**src/design/crc32f_pkg.sv**
```systemverilog
// ----------------------------------------------------------------------------
// crc32f_pkg: shared types and constants for the CRC-32 frame receiver
// Phase and result-kind codes, legacy command byte range, CRC-32 constants
// and the result bundle passed from the frame engine to the output stage.
// ----------------------------------------------------------------------------
package crc32f_pkg;

  // Receive phase
  typedef enum logic [1:0] {
    PH_IDLE    = 2'd0,
    PH_LEN_LOW = 2'd1,
    PH_PAYLOAD = 2'd2,
    PH_CRC     = 2'd3
  } phase_e;

  // Result kind codes
  typedef enum logic [2:0] {
    KIND_PAYLOAD = 3'd0,
    KIND_OK      = 3'd1,
    KIND_CRC_ERR = 3'd2,
    KIND_TIMEOUT = 3'd3,
    KIND_LEGACY  = 3'd4
  } kind_e;

  // Legacy command bytes: 'A'..'z' and '?'
  localparam logic [7:0] CMD_LO    = 8'h41;
  localparam logic [7:0] CMD_HI    = 8'h7A;
  localparam logic [7:0] CMD_QUERY = 8'h3F;

  // Reflected CRC-32
  localparam logic [31:0] CRC_POLY = 32'hEDB8_8320;
  localparam logic [31:0] CRC_INIT = 32'hFFFF_FFFF;

  // Timeout register reset value in milliseconds
  localparam logic [15:0] TIMEOUT_RESET = 16'd500;

  // Number of trailing CRC bytes, minus one
  localparam logic [1:0] CRC_LAST_BYTE = 2'd3;

  // One result item
  typedef struct packed {
    logic        valid;
    kind_e       kind;
    logic [7:0]  data_byte;
    logic [15:0] byte_index;
    logic [15:0] frame_length;
  } result_t;

endpackage

```
**src/design/crc32f_crc_byte.sv**
```systemverilog
// ----------------------------------------------------------------------------
// crc32f_crc_byte: bytewise reflected CRC-32 update
// Folds one byte into the running CRC, eight bit steps of shift and xor.
// ----------------------------------------------------------------------------
module crc32f_crc_byte
  import crc32f_pkg::*;
(
  input  logic [31:0] crc_i,
  input  logic [7:0]  byte_i,
  output logic [31:0] crc_o
);

  // Shift out one bit per step, xor the polynomial when the low bit is set
  always_comb begin
    logic [31:0] c;
    c = crc_i ^ {24'd0, byte_i};
    for (int k = 0; k < 8; k++) begin
      if (c[0]) begin
        c = (c >> 1) ^ CRC_POLY;
      end else begin
        c = c >> 1;
      end
    end
    crc_o = c;
  end

endmodule

```
**src/design/crc32f_frame_fsm.sv**
```systemverilog
// ----------------------------------------------------------------------------
// crc32f_frame_fsm: frame parsing state, CRC and timeout tracking
// Holds the receive phase and frame registers, updates them on each accepted
// item and forms the result that the item causes.
// ----------------------------------------------------------------------------
module crc32f_frame_fsm
  import crc32f_pkg::*;
(
  input  logic        clk_i,
  input  logic        rst_ni,
  input  logic        fire_i,
  input  logic        mode_i,
  input  logic [7:0]  rx_byte_i,
  input  logic        cfg_valid_i,
  input  logic [15:0] cfg_data_i,
  output result_t     res_o
);

  phase_e      phase_q, phase_d;
  logic [7:0]  length_high_q, length_high_d;
  logic [15:0] payload_length_q, payload_length_d;
  logic [15:0] bytes_seen_q, bytes_seen_d;
  logic [31:0] running_crc_q, running_crc_d;
  logic [31:0] received_crc_q, received_crc_d;
  logic [1:0]  crc_cnt_q, crc_cnt_d;
  logic [15:0] elapsed_q, elapsed_d;
  logic [15:0] timeout_q;

  logic [31:0] crc_next;
  logic [15:0] len_full;
  logic [15:0] seen_inc;
  logic [31:0] recv_shift;
  logic        is_cmd;
  logic        timed_out;

  crc32f_crc_byte u_crc (
    .crc_i  (running_crc_q),
    .byte_i (rx_byte_i),
    .crc_o  (crc_next)
  );

  assign len_full   = {length_high_q, rx_byte_i};
  assign seen_inc   = bytes_seen_q + 16'd1;
  assign recv_shift = {received_crc_q[23:0], rx_byte_i};
  assign is_cmd     = ((rx_byte_i >= CMD_LO) && (rx_byte_i <= CMD_HI))
                      || (rx_byte_i == CMD_QUERY);
  assign timed_out  = (elapsed_q >= timeout_q);

  // Next phase
  always_comb begin
    phase_d = phase_q;
    if (fire_i) begin
      if (mode_i) begin
        if ((phase_q != PH_IDLE) && timed_out) begin
          phase_d = PH_IDLE;
        end
      end else begin
        unique case (phase_q)
          PH_IDLE: begin
            if (!is_cmd) phase_d = PH_LEN_LOW;
          end
          PH_LEN_LOW: begin
            phase_d = (len_full == 16'd0) ? PH_CRC : PH_PAYLOAD;
          end
          PH_PAYLOAD: begin
            if (seen_inc == payload_length_q) phase_d = PH_CRC;
          end
          PH_CRC: begin
            if (crc_cnt_q == CRC_LAST_BYTE) phase_d = PH_IDLE;
          end
          default: phase_d = PH_IDLE;
        endcase
      end
    end
  end

  // Frame registers and result
  always_comb begin
    length_high_d    = length_high_q;
    payload_length_d = payload_length_q;
    bytes_seen_d     = bytes_seen_q;
    running_crc_d    = running_crc_q;
    received_crc_d   = received_crc_q;
    crc_cnt_d        = crc_cnt_q;
    elapsed_d        = elapsed_q;
    res_o            = '0;
    res_o.kind       = KIND_PAYLOAD;
    if (fire_i) begin
      if (mode_i) begin
        // Tick: abandon on timeout, else count
        if (phase_q != PH_IDLE) begin
          if (timed_out) begin
            res_o.valid = 1'b1;
            res_o.kind  = KIND_TIMEOUT;
          end else begin
            elapsed_d = elapsed_q + 16'd1;
          end
        end
      end else begin
        unique case (phase_q)
          PH_IDLE: begin
            if (is_cmd) begin
              res_o.valid     = 1'b1;
              res_o.kind      = KIND_LEGACY;
              res_o.data_byte = rx_byte_i;
            end else begin
              length_high_d = rx_byte_i;
              elapsed_d     = '0;
            end
          end
          PH_LEN_LOW: begin
            payload_length_d = len_full;
            bytes_seen_d     = '0;
            running_crc_d    = CRC_INIT;
            received_crc_d   = '0;
            crc_cnt_d        = '0;
          end
          PH_PAYLOAD: begin
            res_o.valid        = 1'b1;
            res_o.kind         = KIND_PAYLOAD;
            res_o.data_byte    = rx_byte_i;
            res_o.byte_index   = bytes_seen_q;
            res_o.frame_length = payload_length_q;
            running_crc_d      = crc_next;
            bytes_seen_d       = seen_inc;
            if (seen_inc == payload_length_q) begin
              crc_cnt_d      = '0;
              received_crc_d = '0;
            end
          end
          PH_CRC: begin
            received_crc_d = recv_shift;
            crc_cnt_d      = crc_cnt_q + 2'd1;
            if (crc_cnt_q == CRC_LAST_BYTE) begin
              res_o.valid        = 1'b1;
              res_o.frame_length = payload_length_q;
              res_o.kind         = (recv_shift == ~running_crc_q) ? KIND_OK
                                                                  : KIND_CRC_ERR;
            end
          end
          default: ;
        endcase
      end
    end
  end

  // Hold state
  always_ff @(posedge clk_i or negedge rst_ni) begin
    if (!rst_ni) begin
      phase_q          <= PH_IDLE;
      length_high_q    <= '0;
      payload_length_q <= '0;
      bytes_seen_q     <= '0;
      running_crc_q    <= CRC_INIT;
      received_crc_q   <= '0;
      crc_cnt_q        <= '0;
      elapsed_q        <= '0;
    end else begin
      phase_q          <= phase_d;
      length_high_q    <= length_high_d;
      payload_length_q <= payload_length_d;
      bytes_seen_q     <= bytes_seen_d;
      running_crc_q    <= running_crc_d;
      received_crc_q   <= received_crc_d;
      crc_cnt_q        <= crc_cnt_d;
      elapsed_q        <= elapsed_d;
    end
  end

  // Timeout register
  always_ff @(posedge clk_i or negedge rst_ni) begin
    if (!rst_ni) begin
      timeout_q <= TIMEOUT_RESET;
    end else if (cfg_valid_i) begin
      timeout_q <= cfg_data_i;
    end
  end

`ifndef SYNTH
  // A timeout or a finished frame returns to idle
  a_end_to_idle: assert property (@(posedge clk_i) disable iff (!rst_ni)
    (res_o.valid && (res_o.kind == KIND_TIMEOUT || res_o.kind == KIND_OK
     || res_o.kind == KIND_CRC_ERR)) |=> (phase_q == PH_IDLE))
    else $error("frame end did not return to idle");

  // Payload byte index stays inside the frame
  a_index_in_frame: assert property (@(posedge clk_i) disable iff (!rst_ni)
    (res_o.valid && res_o.kind == KIND_PAYLOAD)
    |-> (res_o.byte_index < res_o.frame_length))
    else $error("payload index outside frame");

  // Leaving payload phase starts a fresh CRC byte count
  a_crc_entry: assert property (@(posedge clk_i) disable iff (!rst_ni)
    (phase_q == PH_PAYLOAD && phase_d == PH_CRC) |=> (crc_cnt_q == 2'd0))
    else $error("CRC byte count not cleared");
`endif

endmodule

```
**src/design/crc32f_out_reg.sv**
```systemverilog
// ----------------------------------------------------------------------------
// crc32f_out_reg: result output register
// Captures a result on an accepted item and holds it until the transfer.
// ----------------------------------------------------------------------------
module crc32f_out_reg
  import crc32f_pkg::*;
(
  input  logic        clk_i,
  input  logic        rst_ni,
  input  logic        load_i,
  input  result_t     res_i,
  input  logic        out_ready_i,
  output logic        out_valid_o,
  output logic [2:0]  kind_o,
  output logic [7:0]  data_byte_o,
  output logic [15:0] byte_index_o,
  output logic [15:0] frame_length_o
);

  logic    valid_q;
  result_t data_q;

  // Advance valid: set on load, drop on transfer
  always_ff @(posedge clk_i or negedge rst_ni) begin
    if (!rst_ni) begin
      valid_q <= 1'b0;
    end else if (load_i && res_i.valid) begin
      valid_q <= 1'b1;
    end else if (out_ready_i) begin
      valid_q <= 1'b0;
    end
  end

  // Hold payload
  always_ff @(posedge clk_i) begin
    if (load_i && res_i.valid) begin
      data_q <= res_i;
    end
  end

  assign out_valid_o    = valid_q;
  assign kind_o         = data_q.kind;
  assign data_byte_o    = data_q.data_byte;
  assign byte_index_o   = data_q.byte_index;
  assign frame_length_o = data_q.frame_length;

endmodule

```
**src/design/crc32_frame_receiver_core.sv**
```systemverilog
// ----------------------------------------------------------------------------
// crc32_frame_receiver_core: length-prefixed frame receiver with CRC-32 check
// Parses legacy command bytes and length-prefixed frames, passes payload bytes
// on with their index, checks the trailing CRC-32 and times out on ticks.
//
//   channel | signals                                  | direction
//   in      | in_valid_i, in_ready_o, mode_i, rx_byte_i | to block
//   out     | out_valid_o, out_ready_i, kind_o,         | from block
//           | data_byte_o, byte_index_o, frame_length_o |
//   cfg     | cfg_valid_i, cfg_ready_o, cfg_data_i      | to block
//
// One item per cycle while the input is not stalled; its result is registered
// in the output register and appears in the cycle after the input transfer.
// Reset puts the receiver in idle with a 500 ms timeout.
// The input stalls only while a result waits in the output register and the
// sink is not ready; cfg is always ready.
// ----------------------------------------------------------------------------
module crc32_frame_receiver_core
  import crc32f_pkg::*;
(
  input  logic        clk_i,
  input  logic        rst_ni,
  input  logic        in_valid_i,
  output logic        in_ready_o,
  input  logic        mode_i,
  input  logic [7:0]  rx_byte_i,
  output logic        out_valid_o,
  input  logic        out_ready_i,
  output logic [2:0]  kind_o,
  output logic [7:0]  data_byte_o,
  output logic [15:0] byte_index_o,
  output logic [15:0] frame_length_o,
  input  logic        cfg_valid_i,
  output logic        cfg_ready_o,
  input  logic [15:0] cfg_data_i
);

  logic    in_fire;
  result_t res;

  // Accept when the output register is free or drains this cycle
  assign in_ready_o  = !out_valid_o || out_ready_i;
  assign in_fire     = in_valid_i && in_ready_o;
  assign cfg_ready_o = 1'b1;

  crc32f_frame_fsm u_fsm (
    .clk_i       (clk_i),
    .rst_ni      (rst_ni),
    .fire_i      (in_fire),
    .mode_i      (mode_i),
    .rx_byte_i   (rx_byte_i),
    .cfg_valid_i (cfg_valid_i),
    .cfg_data_i  (cfg_data_i),
    .res_o       (res)
  );

  crc32f_out_reg u_out (
    .clk_i          (clk_i),
    .rst_ni         (rst_ni),
    .load_i         (in_fire),
    .res_i          (res),
    .out_ready_i    (out_ready_i),
    .out_valid_o    (out_valid_o),
    .kind_o         (kind_o),
    .data_byte_o    (data_byte_o),
    .byte_index_o   (byte_index_o),
    .frame_length_o (frame_length_o)
  );

`ifndef SYNTH
  // An empty output register never stalls the input
  a_ready_when_empty: assert property (@(posedge clk_i) disable iff (!rst_ni)
    !out_valid_o |-> in_ready_o)
    else $error("input stalled with empty output");

  // A transfer that causes a result shows it in the next cycle
  a_result_follows: assert property (@(posedge clk_i) disable iff (!rst_ni)
    (in_fire && res.valid) |=> out_valid_o)
    else $error("result lost");

  // Without a new result a transferred output goes away
  a_no_repeat: assert property (@(posedge clk_i) disable iff (!rst_ni)
    (out_valid_o && out_ready_i && !(in_fire && res.valid)) |=> !out_valid_o)
    else $error("result repeated");
`endif

endmodule
```
**config.mk**
```make
export PLATFORM = sky130hd
export DESIGN_NAME = crc32_frame_receiver_core
export DESIGN_NICKNAME = d
export VERILOG_FILES = /design/src/design/crc32f_pkg.sv /design/src/design/crc32f_crc_byte.sv /design/src/design/crc32f_frame_fsm.sv /design/src/design/crc32f_out_reg.sv /design/src/design/crc32_frame_receiver_core.sv
export SDC_FILE = /design/constraint.sdc
export NUM_CORES = 1
export LEC_CHECK = 0
export ABC_AREA = 1
export BUFFER_PORTS_ARGS = -buffer_cell sky130_fd_sc_hd__buf_2
export CORE_ASPECT_RATIO = 1.75
export CORE_MARGIN = 2
export CORE_UTILIZATION = 45
export CTS_BUF_LIST = sky130_fd_sc_hd__clkbuf_8 sky130_fd_sc_hd__clkbuf_16
export CTS_CLUSTER_SIZE = 20
export DETAILED_ROUTE_END_ITERATION = 10
export GPL_TIMING_DRIVEN = 0
export HOLD_SLACK_MARGIN = 0.08
export SETUP_SLACK_MARGIN = 0.2
export SYNTH_ARGS = -nofsm -noshare
export SYNTH_HDL_FRONTEND = slang
export SYNTH_SLANG_ARGS = --single-unit
```
**constraint.sdc**
```tcl
create_clock -name clk_i -period 3.8 [get_ports clk_i]
set_clock_uncertainty 0.05 [all_clocks]
set_input_delay 0.76 -clock clk_i [delete_from_list [all_inputs] [get_ports clk_i]]
set_output_delay 0.76 -clock clk_i [all_outputs]
set_load 0.01 [all_outputs]
```
==> out/metrics.cfg <==
[run_status]
status=completed

[routing]
wl_per_cell_um=16.95
drt_iter0_markers=443
antenna_left=0
first_pass_iters=5
wl_mm=26.23
drcViolationCount=0
post_drt_via_cell_ratio=5.136
dr_total_vias=7945

[die]
die_w_um=115.8
fp-row-count=71
io_pins=76
core_um2=21500
fp.dieH_um=199.7
start_util_pct=45.79
dieArea_um2=23120

[synthesis]
syn-num-nets=1205
async_flop_share_pct=75.57
synth_ff_type=dfrtp_1
synth_edf_count=43
syn_inst=1149
netlist_area_um2=9843
yosys_warnings=0
synth_area_per_cell_um2=8.567
ys_ff_latch=176
ys_seq_area_share_pct=47.41
synth_cell_type_count=53

[clocking]
cts_buffer_depth=2
numCtsBuffers=17
cts_setup_buffers=0
path_clk_slew_ns=0.07
cts_tree=yes
worst_skew_pair.late_latency_ns=0.46
cts-htree-levels=4
cts_resized=0
numClockSinks=176
clock-root-buffer=clkbuf_16
ctsHoldBuffers=0

[power]
p_per_area_nw_per_um2=646.1
p_seq_share_pct=40.6
power_switching_mw=2.845
p_comb_share_pct=34.9
p_leak_nw=4.982
ir_worst_vdd_v=0.0003880
power_mw=7.237
internal-power_mw=4.392
swShare_pct=39.31
clkPwrFrac_pct=24.5

[timing]
period_share_pct=78.00
report.final.hold_viol_count=0
relSlewSlack_pct=34.12
fin_crit_ns=2.964
holdWs_ns=0.2256
setup_violations=0
rsz0062_at_grt=false
fmax_mhz=337.4
drv_slew=0
worst_pin_slew_ns=0.9881

[flow_run]
maxCapViolCount=0

[worst_setup_path]
critPathRequiredTime_ns=3.82
critPathLaunchType=flop
critPathMaxFanout=43
reg2reg_depth=9
r2r_slack_ns=0.84
critPathArrivalTime_ns=2.99
endpoint_kind=flop
crit_type=reg -> reg
r2r-start=u_fsm.phase_q[0]
reg2reg_to=u_out.byte_index_o[7]

[place]
placed_area_um2=10610
place_hpwl_mm=19.69
place_congestion=0.9475
port_buffers=73

[grt]
grt_overflow_total=0
grt_max_degree=80
antenna_found_initial=0
grt_pass1_wl_mm=41.78
grt_usage_pct=24.36
grt_pass1_vias=7934

[final_layout]
drive_above_1_share_pct=20.24
antenna_cells=0
fillers=2131
fin_area_um2=11200
synthToLayoutAreaGrowth_pct=13.79
fin_nets=1298

[worst_hold_path]
worstHoldPathType=in -> async

## kinds of logic after synthesis
family,count (synthesis),share of synthesized area (%)
xor+xnor,77,7.347
other cells,1,0.03810
compound gates,176,10.96
buf+inv,170,6.978
fa+ha+maj,26,3.305
simple gates,522,23.85
mux,1,0.1144
flops,176,47.41
## layout make-up
class                      count  area, µm²  share of cell area [%]
inverter                     134      503.0                   4.491
buffer                        36      183.9                   1.642
sequential                   176       4667                   41.67
clock buffer                  22      494.2                   4.412
clock inverter                10      98.84                  0.8825
timing repair buffer          74      399.1                   3.563
multi-input combinational    803       4489                   40.08
tap                          292      365.4                   3.262
## cells in the mapped netlist (all sizes together) (26+ instances only)
cell / instances / share of area, %
dfstp: 38 / 10
edfxtp: 43 / 13
ha: 26 / 3.3
nor2: 111 / 5.0
inv: 133 / 5.1
nor3: 33 / 1.7
o21ai: 94 / 5.8
nand3: 62 / 3.2
xnor2: 35 / 3.3
a21oi: 36 / 1.8
nand2: 291 / 12
dfrtp: 95 / 24
xor2: 42 / 4.1
## stage by stage
step                      setup TNS (ns)  util [%]  setup slack [ns]  std cells
after detailed placement               0     49.34            0.5566       1515
after global placement            -5.045     49.19          -0.06820       1514
after floorplan                        0         -            0.8950       1149
after global routing                   0     52.10            0.6601       1547
after CTS                              0     52.10            0.7762       1547
final                                  0     52.10            0.8360       1547
## worst max-delay path by stage
stage / start / to / slack, ns / cells after the start
after floorplan: rx_byte_i[5] / u_out.byte_index_o[0] / 0.89 / 11
after global placement: rst_ni / u_fsm.bytes_seen_q[7] / -0.07 / 1
after detailed placement: rx_byte_i[5] / u_out.byte_index_o[7] / 0.56 / 12
after CTS: u_fsm.phase_q[0] / u_out.byte_index_o[7] / 0.78 / 9
after global routing: u_fsm.phase_q[0] / u_out.byte_index_o[7] / 0.66 / 9
final: u_fsm.phase_q[0] / u_out.byte_index_o[7] / 0.84 / 9
## state kept, by name (all words and copies together), names as in the netlist
| name | flops |
|---|---|
| u_fsm.phase_q | 2 |
| u_out.byte_index_o | 16 |
| u_fsm.elapsed_q | 16 |
| u_fsm.payload_length_q | 16 |
| u_out.frame_length_o | 16 |
| u_fsm.received_crc_q | 24 |
| u_out.out_valid_o | 1 |
| u_fsm.running_crc_q | 32 |
| u_out.kind_o | 3 |
| u_fsm.timeout_q | 16 |
| u_fsm.length_high_q | 8 |
| u_fsm.crc_cnt_q | 2 |
| u_fsm.bytes_seen_q | 16 |
| u_out.data_byte_o | 8 |
## metal layers
metal  vias up  wire length [µm]  part of all wire (%)  GRT usage (%)
met1      3805              9969                    38          25.98
li1       3925                 -                     -              -
met4         0              1370                   5.2          14.02
met3        62               737                   2.8          4.489
met2       153             14150                    54          44.14
met5         -                 0                     0              0
## power by group through the flow
stage | Clock (mW) | Combinational (mW) | Sequential, mW
floorplan | 0 | 1.94 | 2.78
global placement | 0 | 2.48 | 2.95
detailed placement | 0 | 2.52 | 2.96
CTS | 1.81 | 2.53 | 2.93
global route | 1.88 | 2.85 | 2.98
finish | 1.77 | 2.53 | 2.94
## placed cells by master (no fill, tap or decap), types with 38 or more instances in the layout
cell type and count:
buf_2 75, dfrtp_1 95, dfstp_2 38, edfxtp_1 43, inv_1 127, nand2_1 250, nand3_1 61, nor2_1 96
o21ai_0 63, xor2_1 39
## worst max-delay path, cell delays in order, from the launching register on
cell and delay, ns:
dfrtp_1 0.45, inv_1 0.13, ha_1 0.21, clkbuf_1 0.21, a21oi_1 0.81, nand2_1 0.11, nand2_1 0.09, nand2_1 0.04
nand2_1 0.10, inv_2 0.36
(Power assumes the default switching activity.)
